**src/hw/rtl/asoa_pkg.sv**
```systemverilog
// Shared types and constants for the ADC scan oversampling averager.
// Used by asoa_core and the top level; depends on nothing else.
package asoa_pkg;

  // Field widths fixed by the stream format
  localparam int ADC_W  = 10;
  localparam int CHAN_W = 2;
  localparam int AVG_W  = 12;

  // Saturation limit of the reported average
  localparam logic [AVG_W-1:0] AVG_MAX = '1;

  // Request kinds carried on in_tuser
  localparam logic REQ_SAMPLE = 1'b0;
  localparam logic REQ_BUTTON = 1'b1;

  // Default configuration of the averager
  localparam int DEF_NUM_CHANNELS      = 4;
  localparam int DEF_SAMPLES_PER_GROUP = 16;
  localparam int DEF_GROUPS_PER_RESULT = 5;
  localparam int DEF_GROUP_SHIFT       = 2;

  // One result transaction, as produced by the core
  typedef struct packed {
    logic              value_valid;
    logic [CHAN_W-1:0] result_channel;
    logic [AVG_W-1:0]  average_value;
    logic              scan_enabled;
    logic              green_led;
    logic              red_led;
    logic              ready_line;
    logic [CHAN_W-1:0] mux_channel;
  } asoa_result_t;

endpackage

```
**src/hw/rtl/adc_scan_oversampling_averager_unit.sv**
```systemverilog
// An accepted input transaction reaches out_tvalid through the input register, then the
// result register. Throughput: one transaction per cycle while out_tready does not stall
// the output, set by the state update in asoa_core between those two registers.
// Reset (rst_n low, synchronous): both pipeline stages empty, scanning off, LEDs off,
// channel 0, first sample of the channel marked for discard.
// Top level of the ADC scan oversampling averager; depends on asoa_pkg and asoa_core.
module adc_scan_oversampling_averager_unit #(
  parameter int NUM_CHANNELS      = asoa_pkg::DEF_NUM_CHANNELS,
  parameter int SAMPLES_PER_GROUP = asoa_pkg::DEF_SAMPLES_PER_GROUP,
  parameter int GROUPS_PER_RESULT = asoa_pkg::DEF_GROUPS_PER_RESULT,
  parameter int GROUP_SHIFT       = asoa_pkg::DEF_GROUP_SHIFT
) (
  input  logic        clk,
  input  logic        rst_n,
  input  logic        in_tvalid,
  output logic        in_tready,
  input  logic [15:0] in_tdata,   // [9:0] adc_value, [10] supply_ok, [15:11] zero
  input  logic [0:0]  in_tuser,   // [0] req_type
  output logic        out_tvalid,
  input  logic        out_tready,
  output logic [23:0] out_tdata,  // [1:0] result_channel, [13:2] average_value,
                                  // [14] scan_enabled, [15] green_led, [16] red_led,
                                  // [17] ready_line, [19:18] mux_channel, [23:20] zero
  output logic [0:0]  out_tuser   // [0] value_valid
);
  import asoa_pkg::*;

  logic              s1_valid_r;
  logic              s1_req_r;
  logic [ADC_W-1:0]  s1_adc_r;
  logic              s1_ok_r;
  logic              out_valid_r;
  asoa_result_t      out_res_r;
  asoa_result_t      core_res;
  logic              out_free;
  logic              step;

  // Pipeline flow: the result register frees when empty or taken
  assign out_free  = !out_valid_r || out_tready;
  assign step      = s1_valid_r && out_free;
  assign in_tready = !s1_valid_r || out_free;

  // Input register
  always_ff @(posedge clk) begin
    if (!rst_n) begin
      s1_valid_r <= 1'b0;
    end else if (in_tready) begin
      s1_valid_r <= in_tvalid;
    end
  end

  always_ff @(posedge clk) begin
    if (in_tready && in_tvalid) begin
      s1_req_r <= in_tuser[0];
      s1_adc_r <= in_tdata[ADC_W-1:0];
      s1_ok_r  <= in_tdata[ADC_W];
    end
  end

  asoa_core #(
    .NUM_CHANNELS      (NUM_CHANNELS),
    .SAMPLES_PER_GROUP (SAMPLES_PER_GROUP),
    .GROUPS_PER_RESULT (GROUPS_PER_RESULT),
    .GROUP_SHIFT       (GROUP_SHIFT)
  ) u_core (
    .clk       (clk),
    .rst_n     (rst_n),
    .step      (step),
    .req_type  (s1_req_r),
    .adc_value (s1_adc_r),
    .supply_ok (s1_ok_r),
    .res       (core_res)
  );

  // Result register
  always_ff @(posedge clk) begin
    if (!rst_n) begin
      out_valid_r <= 1'b0;
    end else if (out_free) begin
      out_valid_r <= s1_valid_r;
    end
  end

  always_ff @(posedge clk) begin
    if (step) begin
      out_res_r <= core_res;
    end
  end

  // Pack the result transaction
  assign out_tvalid = out_valid_r;
  assign out_tuser  = out_res_r.value_valid;
  assign out_tdata  = {4'b0000,
                       out_res_r.mux_channel,
                       out_res_r.ready_line,
                       out_res_r.red_led,
                       out_res_r.green_led,
                       out_res_r.scan_enabled,
                       out_res_r.average_value,
                       out_res_r.result_channel};

endmodule

```
**src/hw/rtl/asoa_core.sv**
```systemverilog
// Scan state, group accumulation and the divide-by-group-count of the averager.
// Depends on asoa_pkg; state advances on each step strobe from the top level.
module asoa_core #(
  parameter int NUM_CHANNELS      = asoa_pkg::DEF_NUM_CHANNELS,
  parameter int SAMPLES_PER_GROUP = asoa_pkg::DEF_SAMPLES_PER_GROUP,
  parameter int GROUPS_PER_RESULT = asoa_pkg::DEF_GROUPS_PER_RESULT,
  parameter int GROUP_SHIFT       = asoa_pkg::DEF_GROUP_SHIFT
) (
  input  logic                          clk,
  input  logic                          rst_n,
  input  logic                          step,
  input  logic                          req_type,
  input  logic [asoa_pkg::ADC_W-1:0]    adc_value,
  input  logic                          supply_ok,
  output asoa_pkg::asoa_result_t        res
);
  import asoa_pkg::*;

  localparam int CH_W        = (NUM_CHANNELS > 1) ? $clog2(NUM_CHANNELS) : 1;
  localparam int SCNT_W      = $clog2(SAMPLES_PER_GROUP + 1);
  localparam int GCNT_W      = $clog2(GROUPS_PER_RESULT + 1);
  localparam int GSUM_W      = ADC_W + SCNT_W;
  localparam int TOTAL_W     = GSUM_W - GROUP_SHIFT + GCNT_W;
  // Exact reciprocal divide: floor(t / d) = (t * ceil(2^S / d)) >> S for t < 2^TOTAL_W
  localparam int DIV_SHIFT   = TOTAL_W + $clog2(GROUPS_PER_RESULT);
  localparam int MULT_W      = DIV_SHIFT + 1;
  localparam int PROD_W      = TOTAL_W + MULT_W;
  localparam longint DIV_MULT_L =
    ((64'd1 << DIV_SHIFT) + GROUPS_PER_RESULT - 1) / GROUPS_PER_RESULT;
  localparam logic [MULT_W-1:0] DIV_MULT = MULT_W'(DIV_MULT_L);

  logic              enable_r,   enable_nxt;
  logic              first_run_r, first_run_nxt;
  logic              green_r,    green_nxt;
  logic              red_r,      red_nxt;
  logic              ready_r,    ready_nxt;
  logic [CH_W-1:0]   chan_r,     chan_nxt;
  logic              discard_r,  discard_nxt;
  logic [SCNT_W-1:0] scnt_r,     scnt_nxt;
  logic [GCNT_W-1:0] gcnt_r,     gcnt_nxt;
  logic [GSUM_W-1:0] gsum_r,     gsum_nxt;
  logic [TOTAL_W-1:0] total_r,   total_nxt;

  logic [GSUM_W-1:0]       gsum_add;
  logic [SCNT_W-1:0]       scnt_inc;
  logic [GCNT_W-1:0]       gcnt_inc;
  logic [TOTAL_W-1:0]      total_add;
  logic [PROD_W-1:0]       product;
  logic [TOTAL_W+AVG_W-1:0] quot_ext;
  logic [CH_W+CHAN_W-1:0]  chan_cur_ext;
  logic [CH_W+CHAN_W-1:0]  chan_nxt_ext;
  logic                    avg_valid;
  logic [AVG_W-1:0]        avg_val;

  // Datapath terms shared by the update below
  assign gsum_add  = gsum_r + GSUM_W'(adc_value);
  assign scnt_inc  = scnt_r + SCNT_W'(1);
  assign gcnt_inc  = gcnt_r + GCNT_W'(1);
  assign total_add = total_r + TOTAL_W'(gsum_add >> GROUP_SHIFT);
  assign product   = PROD_W'(total_add) * PROD_W'(DIV_MULT);
  assign quot_ext  = (TOTAL_W+AVG_W)'(product >> DIV_SHIFT);

  // Next-state logic for one item
  always_comb begin
    enable_nxt    = enable_r;
    first_run_nxt = first_run_r;
    green_nxt     = green_r;
    red_nxt       = red_r;
    ready_nxt     = ready_r;
    chan_nxt      = chan_r;
    discard_nxt   = discard_r;
    scnt_nxt      = scnt_r;
    gcnt_nxt      = gcnt_r;
    gsum_nxt      = gsum_r;
    total_nxt     = total_r;
    avg_valid     = 1'b0;
    avg_val       = '0;

    if (!supply_ok) begin
      // Supply lost: stop scanning and drop partial work
      enable_nxt    = 1'b0;
      green_nxt     = 1'b0;
      red_nxt       = 1'b0;
      ready_nxt     = 1'b1;
      first_run_nxt = 1'b1;
      discard_nxt   = 1'b1;
      scnt_nxt      = '0;
      gcnt_nxt      = '0;
      gsum_nxt      = '0;
      total_nxt     = '0;
    end else begin
      if (first_run_r) begin
        green_nxt     = 1'b1;
        red_nxt       = 1'b0;
        ready_nxt     = 1'b0;
        first_run_nxt = 1'b0;
      end
      if (req_type == REQ_SAMPLE) begin
        if (enable_r) begin
          if (discard_r) begin
            discard_nxt = 1'b0;
          end else if (scnt_inc >= SCNT_W'(SAMPLES_PER_GROUP)) begin
            // Group complete: fold it into the running total
            if (gcnt_inc >= GCNT_W'(GROUPS_PER_RESULT)) begin
              avg_valid   = 1'b1;
              avg_val     = (quot_ext > (TOTAL_W+AVG_W)'(AVG_MAX)) ?
                            AVG_MAX : quot_ext[AVG_W-1:0];
              chan_nxt    = (chan_r == CH_W'(NUM_CHANNELS - 1)) ?
                            '0 : chan_r + CH_W'(1);
              discard_nxt = 1'b1;
              scnt_nxt    = '0;
              gcnt_nxt    = '0;
              gsum_nxt    = '0;
              total_nxt   = '0;
            end else begin
              total_nxt = total_add;
              gcnt_nxt  = gcnt_inc;
              gsum_nxt  = '0;
              scnt_nxt  = '0;
            end
          end else begin
            gsum_nxt = gsum_add;
            scnt_nxt = scnt_inc;
          end
        end
      end else begin
        // Button press: toggle scanning and abort any partial average
        enable_nxt  = ~enable_r;
        green_nxt   = ~green_nxt;
        red_nxt     = ~red_nxt;
        discard_nxt = 1'b1;
        scnt_nxt    = '0;
        gcnt_nxt    = '0;
        gsum_nxt    = '0;
        total_nxt   = '0;
      end
    end
  end

  // Channel fields are reported in two bits
  assign chan_cur_ext = (CH_W+CHAN_W)'(chan_r);
  assign chan_nxt_ext = (CH_W+CHAN_W)'(chan_nxt);

  always_comb begin
    res.value_valid    = avg_valid;
    res.result_channel = avg_valid ? chan_cur_ext[CHAN_W-1:0] : '0;
    res.average_value  = avg_val;
    res.scan_enabled   = enable_nxt;
    res.green_led      = green_nxt;
    res.red_led        = red_nxt;
    res.ready_line     = ready_nxt;
    res.mux_channel    = chan_nxt_ext[CHAN_W-1:0];
  end

  // State registers, updated once per item
  always_ff @(posedge clk) begin
    if (!rst_n) begin
      enable_r    <= 1'b0;
      first_run_r <= 1'b1;
      green_r     <= 1'b0;
      red_r       <= 1'b0;
      ready_r     <= 1'b0;
      chan_r      <= '0;
      discard_r   <= 1'b1;
      scnt_r      <= '0;
      gcnt_r      <= '0;
      gsum_r      <= '0;
      total_r     <= '0;
    end else if (step) begin
      enable_r    <= enable_nxt;
      first_run_r <= first_run_nxt;
      green_r     <= green_nxt;
      red_r       <= red_nxt;
      ready_r     <= ready_nxt;
      chan_r      <= chan_nxt;
      discard_r   <= discard_nxt;
      scnt_r      <= scnt_nxt;
      gcnt_r      <= gcnt_nxt;
      gsum_r      <= gsum_nxt;
      total_r     <= total_nxt;
    end
  end

endmodule

```
**config.mk**
```make
export PLATFORM = sky130hd
export DESIGN_NAME = adc_scan_oversampling_averager_unit
export DESIGN_NICKNAME = d
export VERILOG_FILES = /design/src/hw/rtl/asoa_pkg.sv /design/src/hw/rtl/adc_scan_oversampling_averager_unit.sv /design/src/hw/rtl/asoa_core.sv
export SDC_FILE = /design/constraint.sdc
export NUM_CORES = 1
export LEC_CHECK = 0
export ABC_CLOCK_PERIOD_IN_PS = 20400
export BUFFER_PORTS_ARGS = -buffer_cell sky130_fd_sc_hd__clkbuf_2
export CORE_UTILIZATION = 35
export DETAILED_ROUTE_END_ITERATION = 6
export PLACE_DENSITY = 0.52
export SLEW_MARGIN = 5
export SYNTH_ARGS = -nofsm -noshare
export SYNTH_HDL_FRONTEND = slang
export SYNTH_HIERARCHICAL = 1
export SYNTH_SLANG_ARGS = --single-unit
```
**constraint.sdc**
```tcl
create_clock -name clk -period 20.4 [get_ports clk]
set_input_delay 4.08 -clock clk [delete_from_list [all_inputs] [get_ports clk]]
set_output_delay 4.08 -clock clk [all_outputs]
set_load 0.02 [all_outputs]
```
==> results of run 1 <==
==> critical path, delay by kind of cell, from the launching register on <==
family | cells | cell delay (ps)
adders and majority gates | 10 | 4090
buffers and inverters | 4 | 190
and+or+nand+nor | 6 | 1010
DFF | 1 | 370
AOI/OAI and AO/OA | 13 | 3490
xor gates and xnor gates | 3 | 840
==> power by group through the flow <==
stage                     Sequential, mW  Clock, mW  Combinational (mW)
after floorplan                    0.184          0               0.470
final                              0.178      0.165               0.630
after global placement             0.182          0               0.631
after global routing               0.179      0.179               0.732
after detailed placement           0.182          0               0.635
after CTS                          0.178      0.172               0.641
==> layer usage <==
layer	GRT usage, %	routed length (µm)	share of wire [%]
met1	22.08	9937	52
met4	3.345	234	1.2
met5	0	0	0
met3	1.859	304	1.6
met2	24.57	8757	46
==> sequential cells by signal, summed over array words and instances, names as in the netlist <==
name                count
out_tdata              20
u_core/total_r         16
u_core/gsum_r          15
s1_adc_r               10
u_core/scnt_r           5
u_core/gcnt_r           3
u_core/chan_r           2
out_tuser               1
out_tvalid              1
s1_ok_r                 1
s1_req_r                1
s1_valid_r              1
u_core/discard_r        1
u_core/enable_r         1
u_core/first_run_r      1
u_core/green_r          1
u_core/ready_r          1
u_core/red_r            1
==> final timing paths <==
kind         depth (start not counted)  slack [ps]               end             start
min reg2reg                          2         470  u_core/gsum_r[0]  u_core/gsum_r[0]
max reg2reg                         36       10170     out_tdata[13]       s1_adc_r[0]
min                                  2         470  u_core/gsum_r[0]  u_core/gsum_r[0]
max                                 36       10170     out_tdata[13]       s1_adc_r[0]
==> cell usage after synthesis, types with 3 or more instances <==
library cell               count  share of area, %
sky130_fd_sc_hd__nand2_1      49               2.0
sky130_fd_sc_hd__nor2_1       38               1.6
sky130_fd_sc_hd__a22oi_1       8              0.67
sky130_fd_sc_hd__nand2b_1      8              0.56
sky130_fd_sc_hd__inv_1       176               7.3
sky130_fd_sc_hd__edfxtp_1     33                11
sky130_fd_sc_hd__mux2i_1       4              0.44
sky130_fd_sc_hd__and2_1        8              0.56
sky130_fd_sc_hd__a21oi_1      40               2.2
sky130_fd_sc_hd__o21a_1       15               1.2
sky130_fd_sc_hd__xor2_1       25               2.4
sky130_fd_sc_hd__a211oi_1      3              0.25
sky130_fd_sc_hd__nor4_1        3              0.21
sky130_fd_sc_hd__a21boi_0      8              0.67
sky130_fd_sc_hd__a21o_1       14               1.2
sky130_fd_sc_hd__or3_1         6              0.42
sky130_fd_sc_hd__buf_4         9              0.75
sky130_fd_sc_hd__nand4_1       4              0.28
sky130_fd_sc_hd__nor2b_1      13              0.90
sky130_fd_sc_hd__fa_1         79                18
sky130_fd_sc_hd__a22o_1        9              0.87
sky130_fd_sc_hd__ha_1        163                23
sky130_fd_sc_hd__xnor2_1      29               2.8
sky130_fd_sc_hd__o31ai_1       9              0.75
sky130_fd_sc_hd__o211ai_1      6              0.50
sky130_fd_sc_hd__o22ai_1       3              0.21
sky130_fd_sc_hd__o21bai_1      4              0.33
sky130_fd_sc_hd__and3_1        4              0.28
sky130_fd_sc_hd__dfxtp_1      49                11
sky130_fd_sc_hd__clkbuf_1     11              0.46
sky130_fd_sc_hd__o21ai_0      28               1.6
sky130_fd_sc_hd__nor3_1       12              0.67
sky130_fd_sc_hd__a31oi_1       6              0.42
sky130_fd_sc_hd__nand3_1      21               1.2
==> per-stage QoR <==
step / util (%) / instances / area (µm²) / setup WS [ps]
after floorplan: - / 938 / 9021 / 11680
after global placement: 37.97 / 1291 / 9562 / 10260
after detailed placement: 37.97 / 1291 / 9562 / 10240
after CTS: 39.21 / 1307 / 9873 / 10170
after global routing: 39.21 / 1307 / 9873 / 9472
final: 39.21 / 1307 / 9873 / 10170
==> cell families after synthesis <==
logic type / after synthesis
fa+ha+maj: 242
buf+inv: 199
simple gates: 177
compound gates: 174
flops: 82
xor+xnor: 55
mux: 5
other cells: 1
==> layout make-up <==
cell class | count | area, µm² | share of cell area, %
Clock buffer | 9 | 225.2 | 2.281
Clock inverter | 7 | 86.33 | 0.8744
Inverter | 177 | 664.4 | 6.729
Multi-Input combinational cell | 657 | 6270 | 63.50
Sequential cell | 82 | 1972 | 19.97
Tap cell | 330 | 412.9 | 4.182
Timing Repair Buffer | 45 | 242.7 | 2.458
==> results.sh, run 1 <==
export IMPL_run_status="completed"
export IMPL_yosys_most_used_dff="sky130_fd_sc_hd__dfxtp_1"
export IMPL_layout_area_overhead_vs_synth_pct=9.582
export IMPL_timing_critical_path_to_type="flop"
export IMPL_max_clock_path_buffers=2
export IMPL_die_w_um=162.4
export IMPL_floorplan_die_area_um2=26390
export IMPL_synthDistinctLibCells=67
export IMPL_detail_route_vias_per_cell=4.827
export IMPL_final_hold_viol_count=0
export IMPL_vias=6309
export IMPL_synth_yosys_seq_area_share_pct=21.89
export IMPL_worst_clock_skew_ps=18.86
export IMPL_finish_net_count=1235
export IMPL_max_stage_delay_ps=730
export IMPL_worst_ir_drop_vdd_uv=48.49
export IMPL_post_synth_and_or_nand_nor_area_fraction_pct=9.999
export IMPL_worstPathRequired_ps=20510
export IMPL_cts_hold_buffers_added=0
export IMPL_cts_reportedPaths_clkPinSlew_ps=80
export IMPL_synth_top_family_by_area="adder cells"
export IMPL_drc_violations_left=0
export IMPL_row_count=58
export IMPL_cts_sinks=82
export IMPL_muxShareOfSynthArea_pct=0.5694
export IMPL_die_h_um=162.4
export IMPL_synthArstFlopShare_pct=0
export IMPL_max_cap_viol_count=0
export IMPL_internal_power_mw=0.5131
export IMPL_clkPwrFrac_pct=17.0
export IMPL_slew_at_the_pin_with_the_worst_max_slew_slack_ps=949.4
export IMPL_clk_root_buffer_cell="sky130_fd_sc_hd__clkbuf_16"
export IMPL_maximum_number_of_pins_on_one_net_before_global_route_repair=32
export IMPL_syn_inst=935
export IMPL_share_seq_of_total_power_pct=18.3
export IMPL_highest_count_cells_in_the_layout_ignoring_fill_and_taps="sky130_fd_sc_hd__inv_1, sky130_fd_sc_hd__ha_1, sky130_fd_sc_hd__fa_1"
export IMPL_floorplan_io_pins=48
export IMPL_fin_crit_sh_pct=50.15
export IMPL_postSynthRegisterBits=82
export IMPL_placeableCoreArea_um2=25180
export IMPL_post_route_min_period_ps=10230
export IMPL_synth_adder_area_share_pct=40.19
export IMPL_gp_congestion=0.8524
export IMPL_final_max_slew_viol_count=0
export IMPL_via_count_of_the_first_global_routing_pass=6106
export IMPL_crit_start_category="flop"
export IMPL_share_of_the_synthesized_area_in_compound_gates_ao_oa_aoi_oai_pct=13.21
export IMPL_most_frequent_standard_cell_in_the_layout_excluding_fill_and_tap_cells="sky130_fd_sc_hd__inv_1"
export IMPL_cts_made_buffers=9
export IMPL_max_slew_margin_pct=36.33
export IMPL_achievable_frequency_mhz=97.75
export IMPL_power_density_nw_per_um2=98.58
export IMPL_cts_tree="yes"
export IMPL_post_layout_total_power_mw=0.9733
export IMPL_p_leak_nw=5.081
export IMPL_avgRoutedWirePerCell_um=14.72
export IMPL_grt_usage_pct=15.38
export IMPL_insertion_delay_ps=350
export IMPL_cts_htree_levels=3
export IMPL_drt_wl_total_um=19230
export IMPL_critPathSlowestCell="sky130_fd_sc_hd__a2111oi_1"
export IMPL_rsz0062_at_grt="no"
export IMPL_synth_edff_count=33
export IMPL_detail_route_iter0_violations=214
export IMPL_critPathKind="flop to flop"
export IMPL_detailed_place_hpwl_um=16140
export IMPL_ys_warn_count=6
export IMPL_cts_resized=0
export IMPL_post_route_cells_drive_above_1_share_pct=7.574
export IMPL_firstDrtPassIters=5
export IMPL_finalSetupViolations=0
export IMPL_setup_total_negative_slack_ps=0
export IMPL_filler_cell_count_in_the_final_layout=2525
export IMPL_synth_avg_cell_area_um2=9.636
export IMPL_initial_core_util_pct=35.78
export IMPL_hp_class="flop to flop"
export IMPL_pwr_share_comb_pct=64.8
export IMPL_grt_overflow_total=0
export IMPL_cts_post_setup_buffers_inserted=0
export IMPL_critPathMaxFanout=5
export IMPL_arrival_ps=10340
export IMPL_p_sw_share_pct=47.28
export IMPL_fin_worst_hold_slack_ps=465.5
export IMPL_detail_route_antenna_nets=0
export IMPL_synthesized_area_fraction_occupied_by_xor_and_xnor_cells_pct=5.430
export IMPL_grt_pass1_wl_um=31610
export IMPL_io_buffer_count=38
export IMPL_switching_power_of_the_nets_mw=0.4602
export IMPL_synth_cell_area_um2=9010
export IMPL_antenna_diode_count=0
export IMPL_grt_antenna_before_repair=0
No activity file was read; power rests on OpenSTA's default activity.
==> inputs of run 2 (changes only) <==
Settings changed: ABC_CLOCK_PERIOD_IN_PS 20400 to 9700.
Clock period 20.4 ns to 9.7 ns, I/O delays scaled along.
==> run 2 against run 1 <==
- via count grew 0.51%
- clock skew fell by 3.6 ps
- fmax up 11%
- non-clock buffer count increased by 7
- cell count up 0.54%
- critical path type unchanged
- largest power group unchanged
==> results.sh, run 2 (synthesized netlist as in run 1, its figures left out) <==
export IMPL_timing_critical_path_to_type="flop"
export IMPL_floorplan_io_pins=48
export IMPL_maximum_number_of_pins_on_one_net_before_global_route_repair=32
export IMPL_arrival_ps=9300
export IMPL_detail_route_vias_per_cell=4.826
export IMPL_worst_clock_skew_ps=15.30
export IMPL_hp_class="flop to flop"
export IMPL_fin_crit_sh_pct=95.05
export IMPL_run_status="completed"
export IMPL_firstDrtPassIters=5
export IMPL_dp_slack_ps=137.3
export IMPL_floorplan_die_area_um2=26390
export IMPL_avgRoutedWirePerCell_um=14.77
export IMPL_filler_cell_count_in_the_final_layout=2523
export IMPL_share_seq_of_total_power_pct=18.1
export IMPL_achievable_frequency_mhz=108.5
export IMPL_regToRegStartpoint="s1_adc_r[0]"
export IMPL_clk_root_buffer_cell="sky130_fd_sc_hd__clkbuf_16"
export IMPL_final_worst_setup_slack_ps=480.2
export IMPL_critical_path_reg2reg_endpoint="out_tdata[5]"
export IMPL_cts_tree="yes"
export IMPL_most_frequent_standard_cell_in_the_layout_excluding_fill_and_tap_cells="sky130_fd_sc_hd__inv_1"
export IMPL_cts_resized=0
export IMPL_antenna_diode_count=0
export IMPL_final_design_area_no_fill_um2=9947
export IMPL_slew_at_the_pin_with_the_worst_max_slew_slack_ps=761.2
export IMPL_detailed_place_hpwl_um=16350
export IMPL_post_route_min_period_ps=9220
export IMPL_internal_power_mw=1.094
export IMPL_switching_power_of_the_nets_mw=0.9685
export IMPL_gp_congestion=0.8454
export IMPL_power_density_nw_per_um2=207.3
export IMPL_pwr_share_comb_pct=64.8
export IMPL_max_cap_viol_count=0
export IMPL_fin_util_pct=39.50
export IMPL_final_max_slew_viol_count=0
export IMPL_worstPathRequired_ps=9780
export IMPL_max_stage_delay_ps=590
export IMPL_initial_core_util_pct=35.78
export IMPL_min_path_cells=2
export IMPL_reg2reg_slack_ps=480
export IMPL_die_h_um=162.4
export IMPL_io_buffer_count=38
export IMPL_rr_worst_depth=33
export IMPL_highest_count_cells_in_the_layout_ignoring_fill_and_taps="sky130_fd_sc_hd__inv_1, sky130_fd_sc_hd__ha_1, sky130_fd_sc_hd__fa_1"
export IMPL_via_count_of_the_first_global_routing_pass=6313
export IMPL_cts_hold_buffers_added=0
export IMPL_final_hold_viol_count=0
export IMPL_cts_post_setup_buffers_inserted=0
export IMPL_detail_route_iter0_violations=288
export IMPL_finish_net_count=1242
export IMPL_p_sw_share_pct=46.96
export IMPL_max_clock_path_buffers=2
export IMPL_critPathKind="flop to flop"
export IMPL_cts_reportedPaths_clkPinSlew_ps=80
export IMPL_cts_sinks=82
export IMPL_grt_usage_pct=15.59
export IMPL_cts_made_buffers=9
export IMPL_placeableCoreArea_um2=25180
export IMPL_largest_reg_flops=20
export IMPL_grt_overflow_total=0
export IMPL_cts_htree_levels=3
export IMPL_hp_start="u_core/gsum_r[0]"
export IMPL_p_leak_nw=5.125
export IMPL_post_route_cells_drive_above_1_share_pct=8.740
export IMPL_crit_start_category="flop"
export IMPL_drt_wl_total_um=19410
export IMPL_finalSetupViolations=0
export IMPL_drc_violations_left=0
export IMPL_layout_area_overhead_vs_synth_pct=10.40
export IMPL_worst_hold_path_endpoint="u_core/gsum_r[0]"
export IMPL_row_count=58
export IMPL_fin_worst_hold_slack_ps=459.9
export IMPL_worst_ir_drop_vdd_uv=111.3
export IMPL_die_w_um=162.4
export IMPL_critPathMaxFanout=10
export IMPL_insertion_delay_ps=350
export IMPL_detail_route_antenna_nets=0
export IMPL_placed_cell_area_um2=9614
export IMPL_grt_pass1_wl_um=32210
export IMPL_critPathSlowestCell="sky130_fd_sc_hd__fa_1"
export IMPL_clkPwrFrac_pct=17.1
export IMPL_grt_antenna_before_repair=0
export IMPL_vias=6341
export IMPL_max_slew_margin_pct=49.13
==> run 2: worst max-delay path: cells and delay by family, from the launching register on <==
kind / cells / cell delay (ps)
multiplexers: 1 / 470
XOR/XNOR: 2 / 330
adder cells (fa/ha/maj): 10 / 4060
buffers and inverters: 5 / 340
flip-flops: 1 / 370
AND/OR/NAND/NOR: 8 / 1890
AO/OA/AOI/OAI: 7 / 1470
==> run 2: power by group through the flow <==
stage	registers, mW	logic, mW	clock network [mW]
6_report	0.374	1.34	0.353
5_1_grt	0.376	1.55	0.378
4_1_cts	0.374	1.34	0.366
3_5_place_dp	0.382	1.34	0
3_3_place_gp	0.382	1.32	0
2_1_floorplan	0.388	0.988	0
==> run 2: worst max path at each step <==
stage	startpoint	to	slack (ps)	depth (start not counted)
CTS	s1_adc_r[0]	out_tdata[12]	90	34
detailed placement	s1_adc_r[0]	out_tdata[12]	140	34
global route	s1_adc_r[1]	out_tdata[12]	-1	34
finish	s1_adc_r[0]	out_tdata[5]	480	33
floorplan	s1_adc_r[0]	out_tdata[13]	980	36
global placement	s1_adc_r[0]	out_tdata[13]	250	34
==> run 2: per-layer routing <==
metal / track usage [%] / vias to the layer above / wire length [µm]
li1: - / 3245 / -
met1: 21.82 / 3025 / 9937
met2: 25.76 / 65 / 8982
met3: 1.935 / 6 / 357
met4: 2.916 / 0 / 129
met5: 0 / - / 0
==> run 2: cell type report <==
cell class	count	area (µm²)	share of cell area [%]
Clock buffer	9	225.2	2.264
Clock inverter	7	86.33	0.8679
Inverter	177	664.4	6.679
Multi-Input combinational cell	657	6291	63.25
Sequential cell	82	1972	19.82
Tap cell	330	412.9	4.151
Timing Repair Buffer	52	295.3	2.969
==> run 2: through the flow <==
step                total power [mW]  TNS (ps)  cells
finish                         2.062         0   1314
global route                   2.305   -0.9672   1314
CTS                            2.082         0   1314
detailed placement             1.721         0   1298
global placement               1.700         0   1298
floorplan                      1.376         0    938
==> inputs of run 3 (changes only) <==
--- a/config.mk
+++ b/config.mk
@@ -8,4 +8,5 @@
 export ABC_CLOCK_PERIOD_IN_PS = 9700
 export BUFFER_PORTS_ARGS = -buffer_cell sky130_fd_sc_hd__clkbuf_2
+export CORE_MARGIN = 10
 export CORE_UTILIZATION = 35
 export DETAILED_ROUTE_END_ITERATION = 6
==> constraint.sdc (replaced) <==
create_clock -name clk -period 9.7 [get_ports clk]
set_input_delay 1.455 -clock clk [delete_from_list [all_inputs] [get_ports clk]]
set_output_delay 1.455 -clock clk [all_outputs]
set_load 0.02 [all_outputs]
==> run 3 against run 2 <==
- sequential share of layout area about the same
- largest cell class unchanged
- sequential power about the same
- highest routed layer unchanged
- clock skew about the same
- critical path depth unchanged
- core utilization about the same
- via count up 0.13%
- register-to-register slack better by 50 ps
==> results.sh, run 3 (synthesized netlist as in run 1, its figures left out) <==
export IMPL_run_status="completed"
export IMPL_grt_pass1_wl_um=32570
export IMPL_internal_power_mw=1.105
export IMPL_post_route_cells_drive_above_1_share_pct=8.832
export IMPL_grt_usage_pct=12.19
export IMPL_final_max_slew_viol_count=0
export IMPL_io_buffer_count=38
export IMPL_worstPathRequired_ps=9790
export IMPL_highest_count_cells_in_the_layout_ignoring_fill_and_taps="sky130_fd_sc_hd__inv_1, sky130_fd_sc_hd__ha_1, sky130_fd_sc_hd__fa_1"
export IMPL_finish_net_count=1243
export IMPL_grt_antenna_before_repair=0
export IMPL_max_clock_path_buffers=2
export IMPL_achievable_frequency_mhz=109.0
export IMPL_antenna_diode_count=0
export IMPL_rsz0062_at_grt="no"
export IMPL_switching_power_of_the_nets_mw=0.9788
export IMPL_drt_wl_total_um=19890
export IMPL_maximum_number_of_pins_on_one_net_before_global_route_repair=32
export IMPL_layout_area_overhead_vs_synth_pct=10.67
export IMPL_max_stage_delay_ps=580
export IMPL_p_sw_share_pct=46.96
export IMPL_p_leak_nw=5.131
export IMPL_cts_made_buffers=9
export IMPL_die_w_um=180.4
export IMPL_fin_crit_sh_pct=94.57
export IMPL_slew_at_the_pin_with_the_worst_max_slew_slack_ps=780.4
export IMPL_die_h_um=180.4
export IMPL_power_density_nw_per_um2=209.0
export IMPL_final_hold_viol_count=0
export IMPL_cts_tree="yes"
export IMPL_via_count_of_the_first_global_routing_pass=6355
export IMPL_crit_start_category="flop"
export IMPL_row_count=58
export IMPL_largest_reg_flops=20
export IMPL_finalSetupViolations=0
export IMPL_detailed_place_hpwl_um=16720
export IMPL_avgRoutedWirePerCell_um=15.12
export IMPL_drc_violations_left=0
export IMPL_gp_congestion=0.8569
export IMPL_clk_root_buffer_cell="sky130_fd_sc_hd__clkbuf_16"
export IMPL_initial_core_util_pct=35.68
export IMPL_vias=6349
export IMPL_final_instance_count_excl_fill=1315
export IMPL_critPathKind="flop to flop"
export IMPL_worst_clock_skew_ps=15.08
export IMPL_post_place_cells=1299
export IMPL_critPathSlowestCell="sky130_fd_sc_hd__fa_1"
export IMPL_detail_route_iter0_violations=269
export IMPL_detail_route_antenna_nets=0
export IMPL_grt_overflow_total=0
export IMPL_floorplan_io_pins=48
export IMPL_cts_htree_levels=3
export IMPL_placeableCoreArea_um2=25250
export IMPL_floorplan_die_area_um2=32560
export IMPL_detail_route_vias_per_cell=4.828
export IMPL_worst_ir_drop_vdd_uv=115.2
export IMPL_insertion_delay_ps=360
export IMPL_critical_path_buf_inv_count=4
export IMPL_cts_reportedPaths_clkPinSlew_ps=80
export IMPL_max_slew_margin_pct=47.51
export IMPL_max_cap_viol_count=0
export IMPL_timing_critical_path_to_type="flop"
export IMPL_critPathMaxFanout=10
export IMPL_hp_class="flop to flop"
export IMPL_most_frequent_standard_cell_in_the_layout_excluding_fill_and_tap_cells="sky130_fd_sc_hd__inv_1"
export IMPL_cts_post_setup_buffers_inserted=0
export IMPL_post_route_min_period_ps=9173
export IMPL_share_seq_of_total_power_pct=17.9
export IMPL_clkPwrFrac_pct=16.9
export IMPL_critical_path_top_delay_family="adder cells"
export IMPL_firstDrtPassIters=5
export IMPL_setup_total_negative_slack_ps=0
export IMPL_cts_sinks=82
export IMPL_arrival_ps=9270
export IMPL_pwr_share_comb_pct=65.2
-- run 3: changes by cell type in the layout (fill, tap and decap cells not counted) --
cell and change:
sky130_fd_sc_hd__a21oi_1 +1, sky130_fd_sc_hd__a2111oi_4 +1, sky130_fd_sc_hd__o311ai_1 -1, sky130_fd_sc_hd__a41oi_2 +1, sky130_fd_sc_hd__a2111oi_2 -1, sky130_fd_sc_hd__a21oi_2 -1
sky130_fd_sc_hd__buf_4 +1, sky130_fd_sc_hd__o311ai_0 +1, sky130_fd_sc_hd__a41oi_1 -1
-- run 3: worst paths after layout --
check,to,start,cells past startpoint,slack (ps)
worst min-delay path,u_core/gsum_r[0],u_core/gsum_r[0],2,460
worst max-delay path,out_tdata[5],s1_adc_r[0],33,530
worst min register to register,u_core/gsum_r[0],u_core/gsum_r[0],2,460
worst max register to register,out_tdata[5],s1_adc_r[0],33,530
-- run 3: worst min-delay path, stage by stage, from the launching register on --
cell and delay (ps):
sky130_fd_sc_hd__dfxtp_1 320, sky130_fd_sc_hd__nand2_1 50, sky130_fd_sc_hd__a21oi_1 50
-- run 3: routing by layer --
layer / vias up / GRT usage (%) / part of all wire, %
met5: - / 0 / 0
met4: 0 / 3.346 / 1.4
met3: 17 / 2.249 / 3.5
met2: 85 / 19.27 / 46
met1: 3009 / 16.62 / 49
li1: 3238 / - / -
-- run 3: cell type report --
| type | count | area [µm²] |
|---|---|---|
| timing repair buffer | 53 | 302.8 |
| multi-input combinational | 657 | 6307 |
| sequential | 82 | 1972 |
| tap | 330 | 412.9 |
| inverter | 177 | 664.4 |
| clock buffer | 9 | 225.2 |
| clock inverter | 7 | 86.33 |
| fill | 2545 | 15280 |
-- run 3: metrics by stage --
| step | power [mW] | utilization [%] | hold WS (ps) | setup slack, ps | cell area [µm²] |
|---|---|---|---|---|---|
| after floorplan | 1.376 | - | 431.5 | 980.0 | 9021 |
| after global placement | 1.701 | 38.10 | 446.1 | 290.1 | 9622 |
| after detailed placement | 1.715 | 38.10 | 451.4 | 189.8 | 9622 |
| after CTS | 2.080 | 39.33 | 466.9 | 167.5 | 9933 |
| after global routing | 2.332 | 39.48 | 502.5 | 35.12 | 9971 |
| final | 2.084 | 39.48 | 464.6 | 527.2 | 9971 |
-- run 3: power groups by stage --
stage          clock [mW]  combinational (mW)  sequential, mW
3_3_place_gp            0                1.32           0.382
2_1_floorplan           0               0.988           0.388
6_report            0.352                1.36           0.374
3_5_place_dp            0                1.33           0.382
4_1_cts             0.367                1.34           0.374
5_1_grt             0.377                1.58           0.375
-- run 3: what timing repair did --
action | 4_1_cts | 5_1_grt
gates resized for setup | 0 | 7
setup endpoints to repair | 0 | 12
hold buffers | 0 | 0
